**src/design/nrs_pkg.sv**
```systemverilog
// shared types and constants for the top-n rank sorter
// used by the controller, the datapath and the top level; no dependencies
package nrs_pkg;

    // storage geometry
    localparam int MAX_RECORDS = 64;
    localparam int IDX_W       = $clog2(MAX_RECORDS);
    localparam int CNT_W       = IDX_W + 1;

    // field widths
    localparam int SCORE_W     = 32;
    localparam int TOP_W       = 7;
    localparam int RANK_W      = 6;
    localparam int OUT_DATA_W  = 8;

    // register map
    localparam int REG_TOP_COUNT = 0;
    localparam int APB_ADDR_W    = 3;
    localparam int APB_DATA_W    = 32;
    localparam logic [TOP_W-1:0] TOP_COUNT_RST = TOP_W'(1);

    // controller states
    typedef enum logic [2:0] {
        ST_IDLE,
        ST_RD_I,
        ST_GET_I,
        ST_CMP,
        ST_STORE,
        ST_EMIT_RD,
        ST_EMIT_PUSH
    } t_state;

    // commands from controller to datapath
    typedef struct packed {
        logic load_beat;
        logic start_rank;
        logic rd_i;
        logic get_i;
        logic cmp_step;
        logic store_slot;
        logic emit_rd;
        logic emit_push;
    } t_cmd;

    // status from datapath to controller
    typedef struct packed {
        logic rank_last;
        logic cmp_done;
        logic emit_none;
        logic emit_last;
        logic out_free;
    } t_sts;

endpackage

```
**src/design/nrs_ctrl.sv**
```systemverilog
// controller state machine of the top-n rank sorter
// depends on nrs_pkg for the state type and the command and status structs
module nrs_ctrl import nrs_pkg::*; (
    input  logic   i_clk,
    input  logic   i_rst_n,
    input  logic   i_in_valid,
    input  logic   i_in_last,
    input  t_sts   i_sts,
    output logic   o_in_ready,
    output t_cmd   o_cmd
);

    t_state r_state;
    t_state n_state;

    // state register
    always_ff @(posedge i_clk) begin
        if (!i_rst_n) begin
            r_state <= ST_IDLE;
        end else begin
            r_state <= n_state;
        end
    end

    // next state
    always_comb begin
        n_state = r_state;
        unique case (r_state)
            ST_IDLE: begin
                if (i_in_valid && i_in_last) n_state = ST_RD_I;
            end
            ST_RD_I:  n_state = ST_GET_I;
            ST_GET_I: n_state = ST_CMP;
            ST_CMP: begin
                if (i_sts.cmp_done) n_state = ST_STORE;
            end
            ST_STORE: begin
                if (!i_sts.rank_last)     n_state = ST_RD_I;
                else if (i_sts.emit_none) n_state = ST_IDLE;
                else                      n_state = ST_EMIT_RD;
            end
            ST_EMIT_RD: n_state = ST_EMIT_PUSH;
            ST_EMIT_PUSH: begin
                if (i_sts.out_free) begin
                    n_state = i_sts.emit_last ? ST_IDLE : ST_EMIT_RD;
                end
            end
            default: n_state = ST_IDLE;
        endcase
    end

    // commands
    always_comb begin
        o_cmd      = '0;
        o_in_ready = 1'b0;
        unique case (r_state)
            ST_IDLE: begin
                o_in_ready       = 1'b1;
                o_cmd.load_beat  = i_in_valid;
                o_cmd.start_rank = i_in_valid && i_in_last;
            end
            ST_RD_I:      o_cmd.rd_i       = 1'b1;
            ST_GET_I:     o_cmd.get_i      = 1'b1;
            ST_CMP:       o_cmd.cmp_step   = 1'b1;
            ST_STORE:     o_cmd.store_slot = 1'b1;
            ST_EMIT_RD:   o_cmd.emit_rd    = 1'b1;
            ST_EMIT_PUSH: o_cmd.emit_push  = i_sts.out_free;
            default: begin
                o_cmd      = '0;
                o_in_ready = 1'b0;
            end
        endcase
    end

endmodule

```
**src/design/nrs_datapath.sv**
```systemverilog
// datapath of the top-n rank sorter: score and slot memories, counters,
// compare and rank count, output register; depends on nrs_pkg
module nrs_datapath import nrs_pkg::*; (
    input  logic                  i_clk,
    input  logic                  i_rst_n,
    input  t_cmd                  i_cmd,
    input  logic [SCORE_W-1:0]    i_score,
    input  logic [TOP_W-1:0]      i_top_count,
    input  logic                  i_out_ready,
    output t_sts                  o_sts,
    output logic                  o_out_valid,
    output logic [RANK_W-1:0]     o_rank_index,
    output logic                  o_out_last
);

    // memories
    logic [SCORE_W-1:0] r_score_mem [MAX_RECORDS];
    logic [IDX_W-1:0]   r_slot_mem  [MAX_RECORDS];

    logic [SCORE_W-1:0] r_rd_score;
    logic [IDX_W-1:0]   r_rd_slot;

    // control counters
    logic [CNT_W-1:0]   r_loaded;
    logic [CNT_W-1:0]   r_i;
    logic [CNT_W-1:0]   r_j;
    logic [CNT_W-1:0]   r_cmp_j;
    logic               r_cmp_vld;
    logic [CNT_W-1:0]   r_rank;
    logic [TOP_W-1:0]   r_emit;
    logic [TOP_W-1:0]   r_k;

    // payload
    logic [SCORE_W-1:0] r_si;
    logic               r_out_valid;
    logic [RANK_W-1:0]  r_out_idx;
    logic               r_out_last;

    logic               store_ok;
    logic [CNT_W-1:0]   n_count;
    logic               cmp_issue;
    logic               beats_ahead;

    assign store_ok    = (r_loaded != CNT_W'(MAX_RECORDS));
    assign n_count     = r_loaded + CNT_W'(store_ok);
    assign cmp_issue   = i_cmd.cmp_step && (r_j != r_loaded);
    // another record beats the held one if higher, or equal and loaded earlier
    assign beats_ahead = ($signed(r_rd_score) > $signed(r_si)) ||
                         ((r_rd_score == r_si) && (r_cmp_j < r_i));

    // score memory: write while loading, one read a cycle while ranking
    always_ff @(posedge i_clk) begin
        if (i_cmd.load_beat && store_ok) begin
            r_score_mem[r_loaded[IDX_W-1:0]] <= i_score;
        end
        if (i_cmd.rd_i) begin
            r_rd_score <= r_score_mem[r_i[IDX_W-1:0]];
        end else if (cmp_issue) begin
            r_rd_score <= r_score_mem[r_j[IDX_W-1:0]];
        end
    end

    // slot memory: written once per record, read once per result
    always_ff @(posedge i_clk) begin
        if (i_cmd.store_slot) begin
            r_slot_mem[r_rank[IDX_W-1:0]] <= r_i[IDX_W-1:0];
        end
        if (i_cmd.emit_rd) begin
            r_rd_slot <= r_slot_mem[r_k[IDX_W-1:0]];
        end
    end

    // load count and ranking counters
    always_ff @(posedge i_clk) begin
        if (!i_rst_n) begin
            r_loaded  <= '0;
            r_i       <= '0;
            r_j       <= '0;
            r_cmp_j   <= '0;
            r_cmp_vld <= 1'b0;
            r_rank    <= '0;
            r_emit    <= '0;
            r_k       <= '0;
        end else begin
            if (i_cmd.load_beat && store_ok) begin
                r_loaded <= n_count;
            end
            if (i_cmd.start_rank) begin
                r_i <= '0;
                r_k <= '0;
                if (32'(i_top_count) < 32'(n_count)) begin
                    r_emit <= i_top_count;
                end else begin
                    r_emit <= TOP_W'(n_count);
                end
            end
            if (i_cmd.get_i) begin
                r_j       <= '0;
                r_rank    <= '0;
                r_cmp_vld <= 1'b0;
            end
            if (i_cmd.cmp_step) begin
                r_cmp_vld <= cmp_issue;
                if (cmp_issue) begin
                    r_j     <= r_j + CNT_W'(1);
                    r_cmp_j <= r_j;
                end
                if (r_cmp_vld && beats_ahead) begin
                    r_rank <= r_rank + CNT_W'(1);
                end
            end
            if (i_cmd.store_slot) begin
                r_i <= r_i + CNT_W'(1);
                if (o_sts.rank_last) begin
                    r_loaded <= '0;
                end
            end
            if (i_cmd.emit_push) begin
                r_k <= r_k + TOP_W'(1);
            end
        end
    end

    // held score of the record being ranked
    always_ff @(posedge i_clk) begin
        if (i_cmd.get_i) begin
            r_si <= r_rd_score;
        end
    end

    // output register
    always_ff @(posedge i_clk) begin
        if (!i_rst_n) begin
            r_out_valid <= 1'b0;
        end else if (i_cmd.emit_push) begin
            r_out_valid <= 1'b1;
        end else if (i_out_ready) begin
            r_out_valid <= 1'b0;
        end
    end

    always_ff @(posedge i_clk) begin
        if (i_cmd.emit_push) begin
            r_out_idx  <= RANK_W'(r_rd_slot);
            r_out_last <= o_sts.emit_last;
        end
    end

    // status back to the controller
    always_comb begin
        o_sts.rank_last = ((r_i + CNT_W'(1)) == r_loaded);
        o_sts.cmp_done  = (r_j == r_loaded) && !r_cmp_vld;
        o_sts.emit_none = (r_emit == '0);
        o_sts.emit_last = ((r_k + TOP_W'(1)) == r_emit);
        o_sts.out_free  = !r_out_valid || i_out_ready;
    end

    assign o_out_valid  = r_out_valid;
    assign o_rank_index = r_out_idx;
    assign o_out_last   = r_out_last;

endmodule

```
**src/design/top_n_rank_sort.sv**
```systemverilog
// top level of the top-n rank sorter: stream ports, register port
// depends on nrs_pkg, nrs_ctrl and nrs_datapath
//
// Scores arrive one beat per cycle on the slave stream, the last of a set
// marked by tlast; up to 64 are stored and any beyond that are dropped. On
// the last beat the block ranks every stored score against all of them
// through the single score memory read port, record by record (read,
// hold, compare with every stored score, store its slot), then sends the
// load positions of the best top_count scores, best first, each read from
// the slot memory and pushed once the master side is free, tlast on the
// final one. Equal scores keep load order. Input is not taken while a set
// is ranked or sent. top_count is at register byte address 0, resets to 1.
module top_n_rank_sort import nrs_pkg::*; (
    input  logic                    i_clk,
    input  logic                    i_rst_n,
    // slave stream
    input  logic                    i_s_tvalid,
    output logic                    o_s_tready,
    input  logic [SCORE_W-1:0]      i_s_tdata,   // [31:0] score
    input  logic                    i_s_tlast,   // last_record
    // master stream
    output logic                    o_m_tvalid,
    input  logic                    i_m_tready,
    output logic [OUT_DATA_W-1:0]   o_m_tdata,   // [5:0] rank_index, [7:6] zero
    output logic                    o_m_tlast,   // last_result
    // register port
    input  logic                    i_psel,
    input  logic                    i_penable,
    input  logic                    i_pwrite,
    input  logic [APB_ADDR_W-1:0]   i_paddr,
    input  logic [APB_DATA_W-1:0]   i_pwdata,
    output logic [APB_DATA_W-1:0]   o_prdata,
    output logic                    o_pready
);

    t_cmd               cmd;
    t_sts               sts;
    logic [TOP_W-1:0]   r_top_count;
    logic [RANK_W-1:0]  rank_index;
    logic               reg_hit;

    // register decode
    assign reg_hit  = (i_paddr[APB_ADDR_W-1:2] == (APB_ADDR_W-2)'(REG_TOP_COUNT));
    assign o_pready = 1'b1;

    always_ff @(posedge i_clk) begin
        if (!i_rst_n) begin
            r_top_count <= TOP_COUNT_RST;
        end else if (i_psel && i_penable && i_pwrite && reg_hit) begin
            r_top_count <= i_pwdata[TOP_W-1:0];
        end
    end

    always_comb begin
        o_prdata = '0;
        if (reg_hit) begin
            o_prdata = APB_DATA_W'(r_top_count);
        end
    end

    // controller
    nrs_ctrl u_ctrl (
        .i_clk      (i_clk),
        .i_rst_n    (i_rst_n),
        .i_in_valid (i_s_tvalid),
        .i_in_last  (i_s_tlast),
        .i_sts      (sts),
        .o_in_ready (o_s_tready),
        .o_cmd      (cmd)
    );

    // datapath
    nrs_datapath u_datapath (
        .i_clk        (i_clk),
        .i_rst_n      (i_rst_n),
        .i_cmd        (cmd),
        .i_score      (i_s_tdata),
        .i_top_count  (r_top_count),
        .i_out_ready  (i_m_tready),
        .o_sts        (sts),
        .o_out_valid  (o_m_tvalid),
        .o_rank_index (rank_index),
        .o_out_last   (o_m_tlast)
    );

    assign o_m_tdata = OUT_DATA_W'(rank_index);

endmodule

```
**config.mk**
```make
export PLATFORM = sky130hd
export DESIGN_NAME = top_n_rank_sort
export DESIGN_NICKNAME = d
export VERILOG_FILES = /design/src/design/nrs_pkg.sv /design/src/design/nrs_ctrl.sv /design/src/design/nrs_datapath.sv /design/src/design/top_n_rank_sort.sv
export SDC_FILE = /design/constraint.sdc
export NUM_CORES = 2
export LEC_CHECK = 0
export BUFFER_PORTS_ARGS = -buffer_cell sky130_fd_sc_hd__buf_2
export CORE_MARGIN = 1.5
export CORE_UTILIZATION = 50
export DETAILED_ROUTE_END_ITERATION = 12
export PLACE_DENSITY = 0.65
export SLEW_MARGIN = 20
export SYNTH_ARGS = -nofsm -noshare
export SYNTH_HDL_FRONTEND = slang
export SYNTH_SLANG_ARGS = --single-unit
```
**constraint.sdc**
```tcl
create_clock -name i_clk -period 7.95 [get_ports i_clk]
set_input_delay 1.59 -clock i_clk [delete_from_list [all_inputs] [get_ports i_clk]]
set_output_delay 1.59 -clock i_clk [all_outputs]
set_load 0.02 [all_outputs]
```
==> impl_metrics.ini <==
[synthesis]
postSynthAreaPerCell_um2 = 22.2
muxShareOfSynthArea_pct = 28.8
synth_compound_area_share_pct = 0.597
syn_area_um2 = 116000
synthesis.instances = 5216
synth-xor-area-share_pct = 0.295
synth_fa_ha_area_share_pct = 0.551
ys_warn_count = 0
synth_top_family_by_area = multiplexers
ys_ff_latch = 2575
synth_cell_types = 52
synth_edf_count = 2509
ys_async_sr_fraction_pct = 0
ys.flop_type = edfxtp_1
yosys.area_share.simple_pct = 1.86
yosysSeqAreaShare_pct = 66.2

[routing]
num_vias = 59271
met2_length_um = 160000
drt_first_pass_iters = 6
vias_per_cell = 6.93
wl_met1_um = 124000
route.met3.wl_um = 30700
wire_per_inst_um = 38.2
top_layer = met5
drtIter0Drc = 7936
ant_nets = 0
route.detailed.drc = 0
wirelength_um = 327000

[clock_tree]
clockBufferDepth = 4
cts_tree = built
cts_resized = 0
cts_setup_buffers = 0
cts_buffers = 288
h-tree-depth = 5
hold_buffers = 0
cts_num_sinks = 2575
cts_root_buffer = clkbuf_16
clk_latency_ns = 0.96
clk_pin_slew_ns = 0.06

[outcome]
status = complete, no violations

[global_route]
grt_max_degree = 126
grt-ovfl-total = 0
grt_usage_pct = 28.2
grt_first_pass_wirelength_um = 461000
grt_pass1_vias = 60082
antenna_found_initial = 17

[sta]
finalSetupViolations = 0
finalSetupTns_ns = 0
rsz0062_at_grt = false
tightest_slew_ns = 1.18
slew_violations = 0
skew_ns = 0.0495
fmax_mhz = 196
timing.final.crit_share_pct = 64.2
hold_violations = 0
holdWs_ns = 0.421
slew-limit-headroom_pct = 21.3
period_minus_slack_ns = 5.10

[power_and_ir_drop]
ir_drop_v = 0.000223
finalPower_mw = 28.7
cellLeakagePower_nw = 37.7
power_density_nw_per_um2 = 222

[setup_path]
path_max_fanout = 18
crit_path_start_kind = flip-flop
critPathArrivalTime_ns = 5.64
required_ns = 8.49
worstSetupPathType = flip-flop to flip-flop
cp-end-kind = flip-flop

[final_layout]
drive_gt1_share_pct = 38.8
layout.nets = 5449
final_area_um2 = 129000
syn_to_final_growth_pct = 11.5

[die]
core_um2 = 230000
start_util_pct = 50.3
ios = 119
rows = 176
die-height_um = 484
die_x_um = 484
die-area_um2 = 235000

[placed_design]
placed_area_um2 = 120000
dpl.hpwl_um = 182000
io_buffer_count = 63
globalplace.congestion = 0.810

[min_path]
min_path_type = flip-flop to flip-flop

[run]
cap_violations = 0
==> flip-flops by register name, indices dropped and copies added, names as in the netlist, 6 cells and up, named ones only <==
| signal | flops |
|---|---|
| u_datapath.r_loaded | 7 |
| u_datapath.r_rank | 6 |
| u_datapath.r_k | 7 |
| u_datapath.r_cmp_j | 7 |
| u_datapath.r_score_mem | 2048 |
| u_datapath.o_rank_index | 6 |
| u_datapath.r_si | 32 |
| u_datapath.r_emit | 7 |
| u_datapath.r_j | 7 |
| u_datapath.r_slot_mem | 384 |
| u_datapath.r_i | 7 |
| u_datapath.r_rd_slot | 6 |
| u_datapath.r_rd_score | 32 |
| r_top_count | 7 |
==> routing by layer <==
metal	GRT usage [%]	vias to the layer above
li1	-	23043
met1	38.9	32450
met2	44.9	3149
met3	5.97	627
met4	9.72	2
met5	0	-
==> cell usage in the layout (no fill, tap or decap), types with 5 or more instances in the layout <==
cell,n
nor4_1,5
clkbuf_1,62
dfxtp_2,6
o21ai_0,37
diode_2,7
dfxtp_4,15
inv_1,48
conb_1,28
mux2_2,9
xor2_1,18
nor2b_1,29
buf_4,112
bufinv_16,19
buf_16,7
edfxtp_1,2509
nor2_4,65
mux4_2,1464
a21o_1,6
and2_1,12
ha_1,51
buf_2,55
nand3b_1,13
buf_12,29
or2_2,8
nor3_1,8
a21boi_0,17
clkbuf_16,298
dfxtp_1,45
nand2_1,129
nor2_1,103
nand4_1,11
or3_1,10
xnor2_1,21
nand3_1,44
nand2b_1,10
clkinv_1,63
clkinv_2,37
mux2i_1,32
a21oi_1,32
and3_1,7
==> stage by stage <==
step	utilization (%)	instances	worst slack (ns)
after global routing	56.2	8553	2.75
after global placement	52.2	8047	2.91
final	56.2	8557	2.85
after detailed placement	52.3	8055	2.85
after floorplan	-	5242	3.81
after CTS	56.1	8546	2.94
==> synth_stat cells, types with 3 or more instances <==
| library cell | count | share of area (%) |
|---|---|---|
| o21ai_0 | 37 | 0.16 |
| nand2_1 | 130 | 0.42 |
| buf_2 | 86 | 0.37 |
| ha_1 | 51 | 0.55 |
| or2_2 | 8 | 0.043 |
| buf_1 | 73 | 0.24 |
| buf_4 | 31 | 0.20 |
| mux2i_1 | 32 | 0.28 |
| nor3_1 | 8 | 0.035 |
| mux2_2 | 9 | 0.087 |
| xnor2_1 | 21 | 0.16 |
| o21a_1 | 3 | 0.019 |
| xor2_1 | 18 | 0.14 |
| nand4_1 | 11 | 0.059 |
| dfxtp_1 | 66 | 1.1 |
| o22ai_1 | 3 | 0.016 |
| nand3b_1 | 13 | 0.084 |
| mux4_2 | 1464 | 28 |
| nor2_1 | 168 | 0.54 |
| a21o_1 | 6 | 0.039 |
| and2_1 | 12 | 0.065 |
| and3_1 | 7 | 0.038 |
| nand3_1 | 44 | 0.19 |
| edfxtp_1 | 2509 | 65 |
| inv_1 | 49 | 0.16 |
| a21oi_1 | 32 | 0.14 |
| nor2b_1 | 30 | 0.16 |
| nor4_1 | 6 | 0.032 |
| nand2b_1 | 11 | 0.059 |
| or3_1 | 10 | 0.054 |
| clkbuf_1 | 220 | 0.71 |
| a21boi_0 | 17 | 0.11 |
| or3b_2 | 3 | 0.023 |
==> power by group <==
group | leakage, nW | total [mW] | switching, mW | internal, mW
sequential | 23.1 | 15.0 | 0.0517 | 15.0
combinational | 10.3 | 0.942 | 0.627 | 0.315
clock | 4.31 | 12.7 | 5.25 | 7.45
==> critical path: stages, from the launching register on <==
cell and delay (ns):
dfxtp_1 0.62, or3_1 0.75, or3_1 0.26, nand3_1 0.23, nor2_1 0.29, nand3_1 0.70
nor2_4 1.16, buf_4 0.63
==> final timing paths <==
kind / startpoint / to / slack [ns] / cells after the start
max: u_datapath.r_loaded[3] / u_datapath.r_score_mem[44][13] / 2.85 / 7
min reg2reg: u_datapath.r_rd_slot[5] / u_datapath.o_rank_index[5] / 0.42 / 0
min: u_datapath.r_rd_slot[5] / u_datapath.o_rank_index[5] / 0.42 / 0
max reg2reg: u_datapath.r_loaded[3] / u_datapath.r_score_mem[44][13] / 2.85 / 7
==> cell families after synthesis <==
| logic type | Yosys count |
|---|---|
| compound gates | 115 |
| xor+xnor | 39 |
| fa+ha+maj | 51 |
| buf+inv | 461 |
| flops | 2575 |
| mux | 1505 |
| other cells | 2 |
| simple gates | 468 |
==> final cells by class <==
cell class	count	area [µm²]
inverter	49	184
multi-input combinational	2206	37800
fill	16663	101000
timing repair buffer	203	1890
clock buffer	362	7720
antenna	7	17.5
tap	3026	3790
clock inverter	129	1080
sequential	2575	76700
No activity file was read; power rests on OpenSTA's default activity.
